[config.mk]
export PLATFORM = sky130hd
export DESIGN_NAME = dtwss_sim
export DESIGN_NICKNAME = d
export VERILOG_FILES = /design/src/design/dtwss_pkg.sv /design/src/design/dtwss_sim.sv
export SDC_FILE = /design/constraint.sdc
export NUM_CORES = 2
export LEC_CHECK = 0
export ABC_AREA = 1
export ABC_CLOCK_PERIOD_IN_PS = 11200
export BUFFER_PORTS_ARGS = -buffer_cell sky130_fd_sc_hd__buf_2
export CAP_MARGIN = 20
export CORE_MARGIN = 5
export CORE_UTILIZATION = 50
export CTS_CLUSTER_DIAMETER = 50
export CTS_CLUSTER_SIZE = 28
export DETAILED_ROUTE_END_ITERATION = 16
export PLACE_DENSITY_LB_ADDON = 0.1
export RECOVER_POWER = 25
export SKIP_CTS_REPAIR_TIMING = 1
export SLEW_MARGIN = 20
export SYNTH_ARGS = -nofsm -noshare
export SYNTH_HDL_FRONTEND = slang
export SYNTH_SLANG_ARGS = --single-unit
[constraint.sdc]
create_clock -name clk_i -period 11.2 [get_ports clk_i]
set_input_delay 0.56 -clock clk_i [delete_from_list [all_inputs] [get_ports clk_i]]
set_output_delay 0.56 -clock clk_i [all_outputs]
set_load 0.05 [all_outputs]
[src/design/dtwss_pkg.sv]
// Shared types and constants for the DTW sequence similarity core.
// Used by dtwss_cost, dtwss_sim and dtw_sequence_similarity_core; no dependencies.
package dtwss_pkg;

  localparam int MaxRefLen = 256;
  localparam int IdxW      = $clog2(MaxRefLen);
  localparam int LenW      = IdxW + 1;
  localparam int FeatCount = 5;
  localparam int FeatIdxW  = (FeatCount > 1) ? $clog2(FeatCount) : 1;
  localparam int FeatW     = 16;
  localparam int SqW       = 2 * (FeatW + 1);
  localparam int SumW      = 38;
  localparam int CostW     = SumW / 2;
  localparam int AccW      = 32;
  localparam int SimW      = 16;
  localparam int QCntW     = 9;

  localparam logic [AccW-1:0]  AccMax  = '1;
  localparam logic [QCntW-1:0] QCntMax = '1;

  localparam logic OpLoad  = 1'b0;
  localparam logic OpQuery = 1'b1;

  typedef logic signed [FeatW-1:0] feat_t;
  typedef feat_t [FeatCount-1:0] feat_vec_t;

  typedef struct packed {
    logic        operation;
    logic        absent;
    logic [15:0] feature_a;
    logic [15:0] feature_b;
    logic [15:0] feature_c;
    logic [15:0] feature_d;
    logic [15:0] feature_e;
    logic        last_element;
  } in_t;

  typedef struct packed {
    logic [31:0] warp_distance;
    logic [15:0] similarity;
    logic        error_flag;
    logic        saturated;
  } out_t;

endpackage

[src/design/dtwss_sim.sv]
// Similarity unit: exp(-d*d/2) from a fourth-order series raised to the 256th
// power, through one shared 32x32 multiplier. Uses dtwss_pkg.
module dtwss_sim (
  input  logic                       clk_i,
  input  logic                       rst_ni,
  input  logic                       start_i,
  input  logic [dtwss_pkg::AccW-1:0] dist_i,
  output logic                       done_o,
  output logic [dtwss_pkg::SimW-1:0] sim_o
);
  import dtwss_pkg::*;

  localparam logic [31:0] Recip6  = 32'd699051;
  localparam logic [31:0] Recip24 = 32'd174763;
  localparam logic [31:0] DistCut = 32'd1280;

  typedef enum logic [10:0] {
    SIdle  = 11'b00000000001,
    SSq    = 11'b00000000010,
    STt    = 11'b00000000100,
    ST2    = 11'b00000001000,
    ST3    = 11'b00000010000,
    ST4    = 11'b00000100000,
    SDiv6  = 11'b00001000000,
    SExp   = 11'b00010000000,
    SPow   = 11'b00100000000,
    SRnd   = 11'b01000000000,
    SDone  = 11'b10000000000
  } sim_state_e;

  sim_state_e   state_q, state_d;
  logic [31:0]  d_q, t_q, t2_q, t3_q, t4_q, q6_q, e_q;
  logic [63:0]  prod_q;
  logic [31:0]  mul_a, mul_b;
  logic         mul_en;
  logic [2:0]   pow_q;
  logic [SimW-1:0] sim_q;
  logic         done_q;
  logic [33:0]  e_sum;
  logic [32:0]  e_rnd;
  logic [16:0]  s_rnd;

  always_comb begin
    e_sum = 34'd1 << 32;
    e_sum = e_sum - {2'b0, t_q} + {3'b0, t2_q[31:1]} - {2'b0, q6_q}
            + {12'b0, prod_q[43:22]};
    e_rnd = 33'((prod_q + 64'h8000_0000) >> 32);
    s_rnd = 17'(({1'b0, e_q} + 33'h8000) >> 16);
  end

  always_comb begin
    state_d = state_q;
    mul_en  = 1'b1;
    mul_a   = e_q;
    mul_b   = e_q;
    unique case (state_q)
      SIdle: begin
        mul_en = 1'b0;
        if (start_i) state_d = SSq;
      end
      SSq: begin
        mul_a = d_q;
        mul_b = d_q;
        state_d = STt;
      end
      STt: begin
        mul_a = {prod_q[24:0], 7'b0};
        mul_b = {prod_q[24:0], 7'b0};
        state_d = ST2;
      end
      ST2: begin
        mul_a = prod_q[63:32];
        mul_b = t_q;
        state_d = ST3;
      end
      ST3: begin
        mul_a = prod_q[63:32];
        mul_b = t_q;
        state_d = ST4;
      end
      ST4: begin
        mul_a = t3_q;
        mul_b = Recip6;
        state_d = SDiv6;
      end
      SDiv6: begin
        mul_a = t4_q;
        mul_b = Recip24;
        state_d = SExp;
      end
      SExp: begin
        mul_en  = 1'b0;
        state_d = SPow;
      end
      SPow: state_d = SRnd;
      SRnd: begin
        mul_en  = 1'b0;
        state_d = (pow_q == 3'd7) ? SDone : SPow;
      end
      SDone: begin
        mul_en  = 1'b0;
        state_d = SIdle;
      end
      default: begin
        mul_en  = 1'b0;
        state_d = SIdle;
      end
    endcase
  end

  always_ff @(posedge clk_i or negedge rst_ni) begin
    if (!rst_ni) begin
      state_q <= SIdle;
      done_q  <= 1'b0;
      pow_q   <= '0;
    end else begin
      state_q <= state_d;
      done_q  <= (state_q == SDone);
      if (state_q == SExp) pow_q <= '0;
      else if (state_q == SRnd) pow_q <= pow_q + 1'b1;
    end
  end

  always_ff @(posedge clk_i) begin
    if (mul_en) prod_q <= mul_a * mul_b;
    if (state_q == SIdle && start_i) d_q <= dist_i;
    if (state_q == STt) t_q <= {prod_q[24:0], 7'b0};
    if (state_q == ST2) t2_q <= prod_q[63:32];
    if (state_q == ST3) t3_q <= prod_q[63:32];
    if (state_q == ST4) t4_q <= prod_q[63:32];
    if (state_q == SDiv6) q6_q <= prod_q[53:22];
    if (state_q == SExp) e_q <= e_sum[33:32] != 2'b00 ? 32'hFFFF_FFFF : e_sum[31:0];
    if (state_q == SRnd) e_q <= e_rnd[31:0];
    if (state_q == SDone) begin
      if (d_q >= DistCut) sim_q <= '0;
      else if (s_rnd[16]) sim_q <= '1;
      else sim_q <= s_rnd[SimW-1:0];
    end
  end

  assign done_o = done_q;
  assign sim_o  = sim_q;

endmodule

==> qor.yml <==
outcome:
  outcome: "finished, final reports clean"
yosys:
  synthCells: 5869
  avgSynthCellArea_sq_um: 8.535
  ys_top_cells_by_area: "fa_1, edfxtp_1, inv_1"
  synth_flop_cell: "edfxtp_1"
  synth_top_area_frac: 0.3769
  ys_top_cells_by_count: "inv_1, nand2_1, nor2_1, fa_1, ha_1"
  yosysWarnings: 0
  ys_ff_latch: 311
  yosysMostFrequentCell: "inv_1"
  async_flop_share: 0.04823
  synth.largest_area_cell: "fa_1"
  synth-edff-count: 296
  netlist_area_sq_um: 50090
  synth_cell_types: 50
  syn_nets: 7165
  synth_seq_area_share: 0.1850
cells_and_area:
  drive_above_1_share: 0.05094
  syn_to_final_growth_pct: 5.593
  fin_nets: 7185
  final.fill_count: 9582
route:
  first_pass_iters: 7
  drc: 0
  routedWlPerCell_um: 26.14
  vias: 40250
  postRouteAntennaNets: 0
  drt-total-wl_um: 188500
  dr.first_iter.drc_count: 4374
  vias_per_cell: 5.583
floorplanning:
  start_util: 0.5024
  die_w_um: 326.5
  ioPinCount: 52
  die-area_sq_um: 106600
  core_area_sq_um: 99710
  die_h_um: 326.5
  fp-row-count: 116
sta:
  finClkSkew_ns: 0.02914
  worst_slew_pin_slew_ns: 1.147
  tns_ns: 0
  hold_viol_final: 0
  max-slew-margin-rel: 0.2337
  slew_viol_final: 0
  max_freq_ghz: 0.09636
  setup_viol: 0
  fin_crit_sh: 0.9266
  rsz0062_at_grt: "no"
  period_needed_ns: 10.38
critical_path:
  slowest_delay_ns: 0.84
  crit_required_ns: 11.53
  critPathArrivalTime_ns: 10.71
  crit_fanout: 35
  crit_slowest_cell: "nand2_1"
  endpoint_kind: "flip-flop"
  worstSetupPathType: "reg -> reg"
  cp-start-kind: "flip-flop"
  critPathMostFrequentCell: "fa_1"
clock_network:
  insertion_delay_ns: 0.59
  clk_path_buf_depth: 3
  cts-root-buf: "clkbuf_16"
  clock-sinks: 311
  cts_buffers: 27
  clk_pin_slew_ns: 0.08
  cts_tree: "yes"
  cts_max_level: 1
grt:
  grt_pass1_vias: 40740
  grt_max_degree: 61
  grt_util_all_layers: 0.3538
  grt_pass1_wl_um: 273900
  overflow: 0
  antenna_found_initial: 8
job:
  drv_cap: 0
min_path:
  hp-class: "in -> reg"
place:
  place_hpwl_um: 155200
  finalWeightedCongestion: 1.047
  port_buffers: 51
-- worst paths after layout --
path,startpoint,to,slack (ns),cells past startpoint
max,state_q[0],prod_q[60],0.82,32
min,dist_i[13],d_q[13],0.15,1
max reg2reg,state_q[0],prod_q[60],0.82,32
min reg2reg,prod_q[19],t_q[26],0.46,0
max in group asynchronous,rst_ni,state_q[7],10.12,2
min in group asynchronous,rst_ni,state_q[3],0.57,2
-- registers in the layout, summed over array words and instances (netlist names), 16 cells and up --
register,count
d_q,32
e_q,32
prod_q,64
q6_q,32
sim_o,16
t2_q,31
t3_q,32
t4_q,32
t_q,25
-- kinds of logic after synthesis --
group,count (synthesis),share of synthesized area
AO/OA/AOI/OAI,324,0.03679
adder cells (fa/ha/maj),1261,0.4563
flip-flops,311,0.1850
AND/OR/NAND/NOR,2306,0.1827
buffers and inverters,1566,0.1215
XOR/XNOR,101,0.01766
-- per-stage QoR --
| step | instances | hold WS [ns] | cell area, sq um | setup slack, ns | util |
|---|---|---|---|---|---|
| finish | 7209 | 0.1477 | 52890 | 0.8222 | 0.5305 |
| floorplan | 5869 | 0.2644 | 50090 | 3.252 | - |
| detailed placement | 7157 | 0.4355 | 52020 | 1.049 | 0.5217 |
| global placement | 7157 | 0.4329 | 52020 | 1.055 | 0.5217 |
| CTS | 7206 | -0.1441 | 52900 | 1.010 | 0.5306 |
| global route | 7207 | 0.1311 | 52890 | 0.6041 | 0.5304 |
-- layout by cell type, fill, tap and decap left out, types with 7 or more instances in the layout --
cell type	Yosys	final
o21bai_1	15	15
nand2_2	13	13
buf_2	123	50
clkinv_1	10	10
clkbuf_1	45	11
nand3_1	114	114
o21ai_0	80	79
edfxtp_1	296	296
xor2_1	67	67
inv_1	1337	1336
nand2_1	1103	1103
inv_2	37	38
xnor2_1	34	34
buf_4	11	114
a21oi_1	158	158
o22ai_1	8	8
or2_2	18	18
ha_1	318	318
a22o_1	15	15
nor3_1	41	41
a31oi_1	7	7
clkbuf_16	0	27
nor2_1	945	944
a21o_1	7	7
nand4_1	44	44
o211ai_1	10	10
dfrtp_1	14	14
fa_1	943	943
-- layout make-up --
class | count | area, sq um | share of cell area
inverters | 1384 | 5195 | 0.09822
flip-flops and latches | 311 | 9265 | 0.1752
diodes | 2 | 5.005 | 0.00009462
repair buffers | 173 | 1146 | 0.02167
well taps | 1298 | 1624 | 0.03071
multi-input cells | 3992 | 34780 | 0.6575
clock buffers | 30 | 686.9 | 0.01299
clock inverters | 19 | 193.9 | 0.003667
-- per-layer routing --
| layer | vias up | share of wire | track usage |
|---|---|---|---|
| met2 | 2066 | 0.44 | 0.5388 |
| li1 | 17450 | - | - |
| met3 | 449 | 0.11 | 0.08210 |
| met1 | 20280 | 0.39 | 0.4842 |
| met5 | - | 0.00012 | 0 |
| met4 | 4 | 0.062 | 0.1656 |
-- critical path: cells and delay by family, from the launching register on --
family,cells,cell delay (ns)
adder cells (fa/ha/maj),9,4.63
buffers and inverters,5,1.29
AND/OR/NAND/NOR,14,2.69
flip-flops,1,0.55
AO/OA/AOI/OAI,4,0.93
Power is left out: the tool's default activity adds up to more than one toggle a clock period on the data nets, which glitch-free logic cannot reach.
