<file path="src/design/dtwss_pkg.sv">
// Shared types and constants for the DTW sequence similarity core.
// Used by dtwss_cost, dtwss_sim and dtw_sequence_similarity_core; no dependencies.
package dtwss_pkg;

  localparam int MaxRefLen = 256;
  localparam int IdxW      = $clog2(MaxRefLen);
  localparam int LenW      = IdxW + 1;
  localparam int FeatCount = 5;
  localparam int FeatIdxW  = (FeatCount > 1) ? $clog2(FeatCount) : 1;
  localparam int FeatW     = 16;
  localparam int SqW       = 2 * (FeatW + 1);
  localparam int SumW      = 38;
  localparam int CostW     = SumW / 2;
  localparam int AccW      = 32;
  localparam int SimW      = 16;
  localparam int QCntW     = 9;

  localparam logic [AccW-1:0]  AccMax  = '1;
  localparam logic [QCntW-1:0] QCntMax = '1;

  localparam logic OpLoad  = 1'b0;
  localparam logic OpQuery = 1'b1;

  typedef logic signed [FeatW-1:0] feat_t;
  typedef feat_t [FeatCount-1:0] feat_vec_t;

  typedef struct packed {
    logic        operation;
    logic        absent;
    logic [15:0] feature_a;
    logic [15:0] feature_b;
    logic [15:0] feature_c;
    logic [15:0] feature_d;
    logic [15:0] feature_e;
    logic        last_element;
  } in_t;

  typedef struct packed {
    logic [31:0] warp_distance;
    logic [15:0] similarity;
    logic        error_flag;
    logic        saturated;
  } out_t;

endpackage

</file>
<file path="src/design/dtwss_cost.sv">
// Local cost unit: sum of squared feature differences, one feature per cycle,
// then a floor square root, two radicand bits per cycle. Uses dtwss_pkg.
module dtwss_cost (
  input  logic                  clk_i,
  input  logic                  rst_ni,
  input  logic                  start_i,
  input  dtwss_pkg::feat_vec_t  ref_i,
  input  dtwss_pkg::feat_vec_t  qry_i,
  output logic                  done_o,
  output logic [dtwss_pkg::CostW-1:0] cost_o
);
  import dtwss_pkg::*;

  localparam int RemW  = CostW + 3;
  localparam int StepW = $clog2(CostW + 1);

  typedef enum logic [2:0] {
    CIdle = 3'b001,
    CSq   = 3'b010,
    CRt   = 3'b100
  } cost_state_e;

  cost_state_e        state_q, state_d;
  feat_vec_t          ref_q, qry_q;
  logic [FeatIdxW-1:0] k_q, k_d;
  logic [StepW-1:0]   s_q, s_d;
  logic [SumW-1:0]    rad_q, rad_d;
  logic [RemW-1:0]    rem_q, rem_d;
  logic [CostW-1:0]   root_q, root_d;
  logic               done_q, done_d;

  logic signed [FeatW:0]  diff;
  logic signed [SqW-1:0]  sq;
  logic [RemW-1:0]        rem_sh, trial;

  always_comb begin
    diff   = {ref_q[k_q][FeatW-1], ref_q[k_q]} - {qry_q[k_q][FeatW-1], qry_q[k_q]};
    sq     = diff * diff;
    rem_sh = {rem_q[RemW-3:0], rad_q[SumW-1 -: 2]};
    trial  = {1'b0, root_q, 2'b01};
  end

  always_comb begin
    state_d = state_q;
    k_d     = k_q;
    s_d     = s_q;
    rad_d   = rad_q;
    rem_d   = rem_q;
    root_d  = root_q;
    done_d  = 1'b0;
    unique case (state_q)
      CIdle: begin
        if (start_i) begin
          state_d = CSq;
          k_d     = '0;
          rad_d   = '0;
        end
      end
      CSq: begin
        rad_d = rad_q + SumW'(unsigned'(sq));
        if (k_q == FeatIdxW'(FeatCount - 1)) begin
          state_d = CRt;
          s_d     = '0;
          rem_d   = '0;
          root_d  = '0;
        end else begin
          k_d = k_q + 1'b1;
        end
      end
      CRt: begin
        rad_d = rad_q << 2;
        if (rem_sh >= trial) begin
          rem_d  = rem_sh - trial;
          root_d = {root_q[CostW-2:0], 1'b1};
        end else begin
          rem_d  = rem_sh;
          root_d = {root_q[CostW-2:0], 1'b0};
        end
        if (s_q == StepW'(CostW - 1)) begin
          state_d = CIdle;
          done_d  = 1'b1;
        end else begin
          s_d = s_q + 1'b1;
        end
      end
      default: state_d = CIdle;
    endcase
  end

  always_ff @(posedge clk_i or negedge rst_ni) begin
    if (!rst_ni) begin
      state_q <= CIdle;
      done_q  <= 1'b0;
    end else begin
      state_q <= state_d;
      done_q  <= done_d;
    end
  end

  always_ff @(posedge clk_i) begin
    if (start_i && state_q == CIdle) begin
      ref_q <= ref_i;
      qry_q <= qry_i;
    end
    k_q    <= k_d;
    s_q    <= s_d;
    rad_q  <= rad_d;
    rem_q  <= rem_d;
    root_q <= root_d;
  end

  assign done_o = done_q;
  assign cost_o = root_q;

endmodule

</file>
<file path="config.mk">
export PLATFORM = sky130hd
export DESIGN_NAME = dtwss_cost
export DESIGN_NICKNAME = d
export VERILOG_FILES = /design/src/design/dtwss_pkg.sv /design/src/design/dtwss_cost.sv
export SDC_FILE = /design/constraint.sdc
export NUM_CORES = 1
export LEC_CHECK = 0
export ABC_AREA = 1
export BUFFER_PORTS_ARGS = -buffer_cell sky130_fd_sc_hd__buf_2
export CORE_MARGIN = 2
export CORE_UTILIZATION = 43
export DETAILED_ROUTE_END_ITERATION = 16
export PLACE_DENSITY_LB_ADDON = 0.2
export SYNTH_ARGS = -nofsm -noshare
export SYNTH_HDL_FRONTEND = slang
export SYNTH_SLANG_ARGS = --single-unit
</file>
<file path="constraint.sdc">
create_clock -name clk_i -period 19.5 [get_ports clk_i]
set_input_delay 0.975 -clock clk_i [delete_from_list [all_inputs] [get_ports clk_i]]
set_output_delay 0.975 -clock clk_i [all_outputs]
set_load 0.03 [all_outputs]
</file>
==> results of run 1 <==
-- worst paths after layout --
kind / startpoint / endpoint / slack (ps) / depth (start not counted)
setup / recovery: k_q[0] / rad_q[37] / 7900 / 47
setup reg to reg: k_q[0] / rad_q[37] / 7900 / 47
hold / removal: rst_ni / done_o / 190 / 1
min in group clk_i: ref_i[52] / ref_q[52] / 560 / 1
hold reg to reg: rad_q[5] / rad_q[7] / 570 / 2
max in group asynchronous: rst_ni / state_q[0] / 19090 / 1
-- cells in the final DEF, fill, tap and decap left out, drive strengths merged, types with 4 or more instances in the layout --
cell,netlist,final
or2,8,8
nand3b,17,17
o21ai,96,96
inv,634,635
nor3,18,18
nor2,321,321
xor2,33,33
clkinv,3,18
fa,272,272
o21bai,17,17
nand3,106,106
edfxtp,245,245
a21o,9,9
buf,22,203
nand2,712,712
a221o,32,32
a21boi,4,4
xnor2,24,24
clkbuf,40,29
a21oi,167,167
nand4,26,26
ha,162,162
-- worst max-delay path, delay by kind of cell, from the launching register on --
family / cells / cell delay (ps)
compound gates: 1 / 110
fa+ha+maj: 10 / 4990
flops: 1 / 330
buf+inv: 11 / 2340
simple gates: 25 / 3520
-- sequential cells by signal, indices dropped and copies added (netlist names) --
name,count
qry_q,80
done_o,1
k_q,3
s_q,5
ref_q,80
state_q,3
rem_q,20
cost_o,19
rad_q,38
-- cell type report --
cell class,instances,area (µm²)
fill,5608,29900
multi-input combinational,2038,14900
sequential,249,7460
inverter,637,2390
timing repair buffer,203,1070
tap,765,957
clock buffer,29,683
clock inverter,20,205
antenna,2,5.00
-- routing by layer --
layer	routed length (µm)	part of all wire [%]	track usage [%]
met1	29700	44	30.6
met2	32600	48	38.9
met3	3550	5.2	2.55
met4	1980	2.9	6.71
met5	27	0.040	0
-- per-stage QoR --
| stage | cells | utilization [%] |
|---|---|---|
| floorplan | 2986 | - |
| global placement | 3892 | 46.5 |
| detailed placement | 3892 | 46.5 |
| CTS | 3941 | 48.1 |
| global route | 3941 | 48.1 |
| finish | 3943 | 48.1 |
-- cell families (layout without fill, tap and decap cells) --
| family | count (synthesis) | after routing | synth area share [%] |
|---|---|---|---|
| fa+ha+maj | 434 | 434 | 29.9 |
| buf+inv | 699 | 889 | 10.6 |
| flops | 249 | 249 | 29.8 |
| xor+xnor | 57 | 57 | 2.18 |
| other cells | 0 | 2 | 0 |
| compound gates | 334 | 334 | 7.75 |
| simple gates | 1213 | 1213 | 19.8 |
==> impl_metrics.tcl, run 1 <==
set metrics [dict create \
    status "finished, final reports clean" \
    yosys-top-cells-count "nand2_1 (709), inv_1 (622), nor2_1 (312)" \
    cap_viol_max_count 0 \
    drc 0 \
    fp-row-count 88 \
    holdBufCountCts 0 \
    ys_seq_elements 249 \
    ant_nets 0 \
    max-slew-margin-rel_pct 29.4 \
    fp.dieH_um 245 \
    ys_seq_area_share_pct 29.8 \
    top_level_ports 183 \
    worst_setup_path_start_kind "flip-flop" \
    postLayoutCellArea_mm2 0.0277 \
    track_usage_pct 22.8 \
    crit_path_frequent_cell "nand2_1" \
    clock_sinks 249 \
    arrival_ps 11950 \
    crit_required_ps 19840 \
    grt-ovfl-total 0 \
    clk_latency_ps 590 \
    yosys-top-cells-area "edfxtp_1 (29%), fa_1 (22%), nand2_1 (11%)" \
    coreArea_mm2 0.0576 \
    ys_warn_count 0 \
    cp_slowest_cell "fa_1" \
    cts_tree "built" \
    die_area_mm2 0.0601 \
    drt_iter0_drc 1290 \
    grt_antenna_before_repair 4 \
    slew_violations 0 \
    synth.avg_cell_area_um2 8.38 \
    layout-drive-gt1-share_pct 9.01 \
    path_max_fanout 67 \
    ys.flop_type "edfxtp_1" \
    yosysUniqueCellTypes 47 \
    cts_buffers 27 \
    crit_type "flip-flop to flip-flop" \
    synth_cells 2986 \
    vias 20000 \
    worst_pin_slew_ps 1060 \
    viasPerCell 5.07 \
    syn_area_mm2 0.0250 \
    grt_max_degree 84 \
    cts-root-buf "clkbuf_16" \
    synthArstFlopShare_pct 1.61 \
    grt_pass1_vias 20300 \
    nets 3753 \
    fin_worst_hold_slack_ps 190 \
    clk_pin_slew_ps 60 \
    pre_cts_ws_ps 7950 \
    wire_per_inst_um 17.2 \
    final.setup.tns_ps 0 \
    finClkSkew_ps 52.5 \
    final-hold-violation-count 0 \
    rsz0062_at_grt "no" \
    post_cts_buffers 0 \
    cp-end-kind "flip-flop" \
    synth.most_common_cell "nand2_1" \
    placed_area_mm2 0.0268 \
    cts_resized 0 \
    dpl.hpwl_mm 55.8 \
    numPortBuffers 182 \
    synth_top_area_cell "edfxtp_1" \
    syn-num-nets 3583 \
    die_x_um 245 \
    max_stage_delay_ps 850 \
    setup_slack_ps 7900 \
    hold_class "input pin to asynchronous set/reset pin" \
    timing.fmax_mhz 86.2 \
    fin_crit_sh_pct 59.5 \
    setup_violations 0 \
    wl_mm 67.8 \
    grt_pass1_wl_mm 108 \
    htreeDepth 1 \
    clk_path_buf_depth 3 \
    gp_congestion 0.955 \
    period_minus_slack_ps 11600 \
    area_delta_synth_final_pct 10.7 \
    synth_edf_count 245 \
    initial_core_util_pct 43.4 \
    drt_first_pass_iters 6 \
    synth_top_cell_area_share_pct 29.4 \
]
Power of run 1 is not shown: default switching activity piles up to over one toggle a cycle in this logic, so the estimate is an artifact.
==> run 2, diff against run 1 <==
==> constraint.sdc (replaced) <==
create_clock -name clk_i -period 10.1 [get_ports clk_i]
set_input_delay 0.505 -clock clk_i [delete_from_list [all_inputs] [get_ports clk_i]]
set_output_delay 0.505 -clock clk_i [all_outputs]
set_load 0.03 [all_outputs]
==> impl_metrics.tcl, run 2 (synthesis gave the netlist of run 1 again) <==
set metrics [dict create \
    gp_congestion 0.946 \
    top_level_ports 183 \
    drt_iter0_drc 1168 \
    fp.dieH_um 245 \
    wl_mm 69.0 \
    crit_type "flip-flop to flip-flop" \
    final-hold-violation-count 0 \
    path_max_fanout 28 \
    drt_first_pass_iters 5 \
    timing.fmax_mhz 104 \
    cp-end-kind "flip-flop" \
    area_delta_synth_final_pct 13.2 \
    dpl.hpwl_mm 56.1 \
    max-slew-margin-rel_pct 34.6 \
    max_stage_delay_ps 590 \
    clk_path_buf_depth 3 \
    status "finished, final reports clean" \
    die_x_um 245 \
    crit_required_ps 10450 \
    cap_viol_max_count 0 \
    die_area_mm2 0.0601 \
    worst_pin_slew_ps 980 \
    rr_startpoint "k_q[0]" \
    setup_violations 0 \
    arrival_ps 9980 \
    reg.largest.list "qry_q x80, ref_q x80, rad_q x38" \
    nets 3784 \
    slew_violations 0 \
    startpoint "k_q[0]" \
    grt_pass1_vias 20600 \
    final_cell_mix "nand2_1 (700), inv_1 (619), nor2_1 (281)" \
    numPortBuffers 182 \
    final.setup.tns_ps 0 \
    clock_sinks 249 \
    fin_crit_sh_pct 95.4 \
    path_delay_family "adder cells" \
    cts_buffers 29 \
    drc 0 \
    ant_nets 0 \
    clk_latency_ps 590 \
    cts_tree "built" \
    grt_max_degree 81 \
    grt-ovfl-total 0 \
    worst_setup_path_start_kind "flip-flop" \
    clk_pin_slew_ps 60 \
    htreeDepth 1 \
    layout-drive-gt1-share_pct 12.5 \
    setup_slack_ps 467 \
    grt_antenna_before_repair 1 \
    hold_class "input pin to flip-flop" \
    n_antenna_cell 0 \
    pre_cts_ws_ps 81.2 \
    vias 20100 \
    track_usage_pct 22.9 \
    finClkSkew_ps 23.6 \
    grt_pass1_wl_mm 109 \
    coreArea_mm2 0.0576 \
    cts-root-buf "clkbuf_16" \
    viasPerCell 5.06 \
    hold_path_startpoint "qry_i[35]" \
    period_minus_slack_ps 9630 \
    fp-row-count 88 \
    wire_per_inst_um 17.4 \
    cp_slowest_cell "fa_1" \
    final_core_util_pct 49.2 \
    initial_core_util_pct 43.4 \
    worst-path-buf-inv 8 \
    layout_commonest_cell "nand2_1" \
]
-- run 2: cell types whose count changed in the layout (fill, tap and decap cells not counted), moves of 17 or more --
cell	delta
nor2_1	-30
a21oi_1	-19
nor2_2	+26
buf_4	+17
a21oi_2	+19
-- run 2: cell type report --
| type | instances | area [µm²] |
|---|---|---|
| clock buffer | 33 | 741 |
| inverter | 637 | 2410 |
| tap | 765 | 957 |
| fill | 5570 | 29300 |
| sequential | 249 | 7460 |
| multi-input combinational | 2038 | 15200 |
| timing repair buffer | 231 | 1370 |
| timing repair inverter | 1 | 5.00 |
| clock inverter | 17 | 149 |
-- run 2: per-stage QoR --
step / instances / hold WS, ps / area [µm²]
2_1_floorplan: 2986 / 209 / 25000
3_3_place_gp: 3911 / 316 / 27000
3_5_place_dp: 3911 / 319 / 27000
4_1_cts: 3962 / 53.2 / 27900
5_1_grt: 3971 / 65.4 / 28300
6_report: 3971 / 85.7 / 28300
-- run 2: per-layer routing --
layer	vias up	share of wire (%)	GRT usage [%]
li1	9760	-	-
met1	9689	44	30.6
met2	550	48	38.9
met3	103	5.2	2.76
met4	0	3.1	6.98
met5	-	0	0
-- run 2: path summary, 6_finish.rpt --
check                             end  slack [ps]  cells past startpoint
min in group asynchronous      done_o         260                      2
max                         rad_q[30]         470                     40
min                         qry_q[35]          90                      1
max in group asynchronous  state_q[0]        9630                      2
min reg2reg                 rad_q[15]         560                      2
max reg2reg                 rad_q[30]         470                     40
-- run 2: repair_timing --
action	CTS	global route
setup buffers	0	6
hold buffers	1	0
resized for setup	0	106
hold endpoints to repair	4	0
setup endpoints to repair	0	25
-- run 2: worst register-to-register path: cells and delay by family (launching register included) --
kind	cells	cell delay [ps]
adder cells (fa/ha/maj)	9	4070
flip-flops	1	490
buffers and inverters	8	1180
AND/OR/NAND/NOR	15	2050
AO/OA/AOI/OAI	6	1190
XOR/XNOR	2	400
Power of run 2 is left out for the same reason.
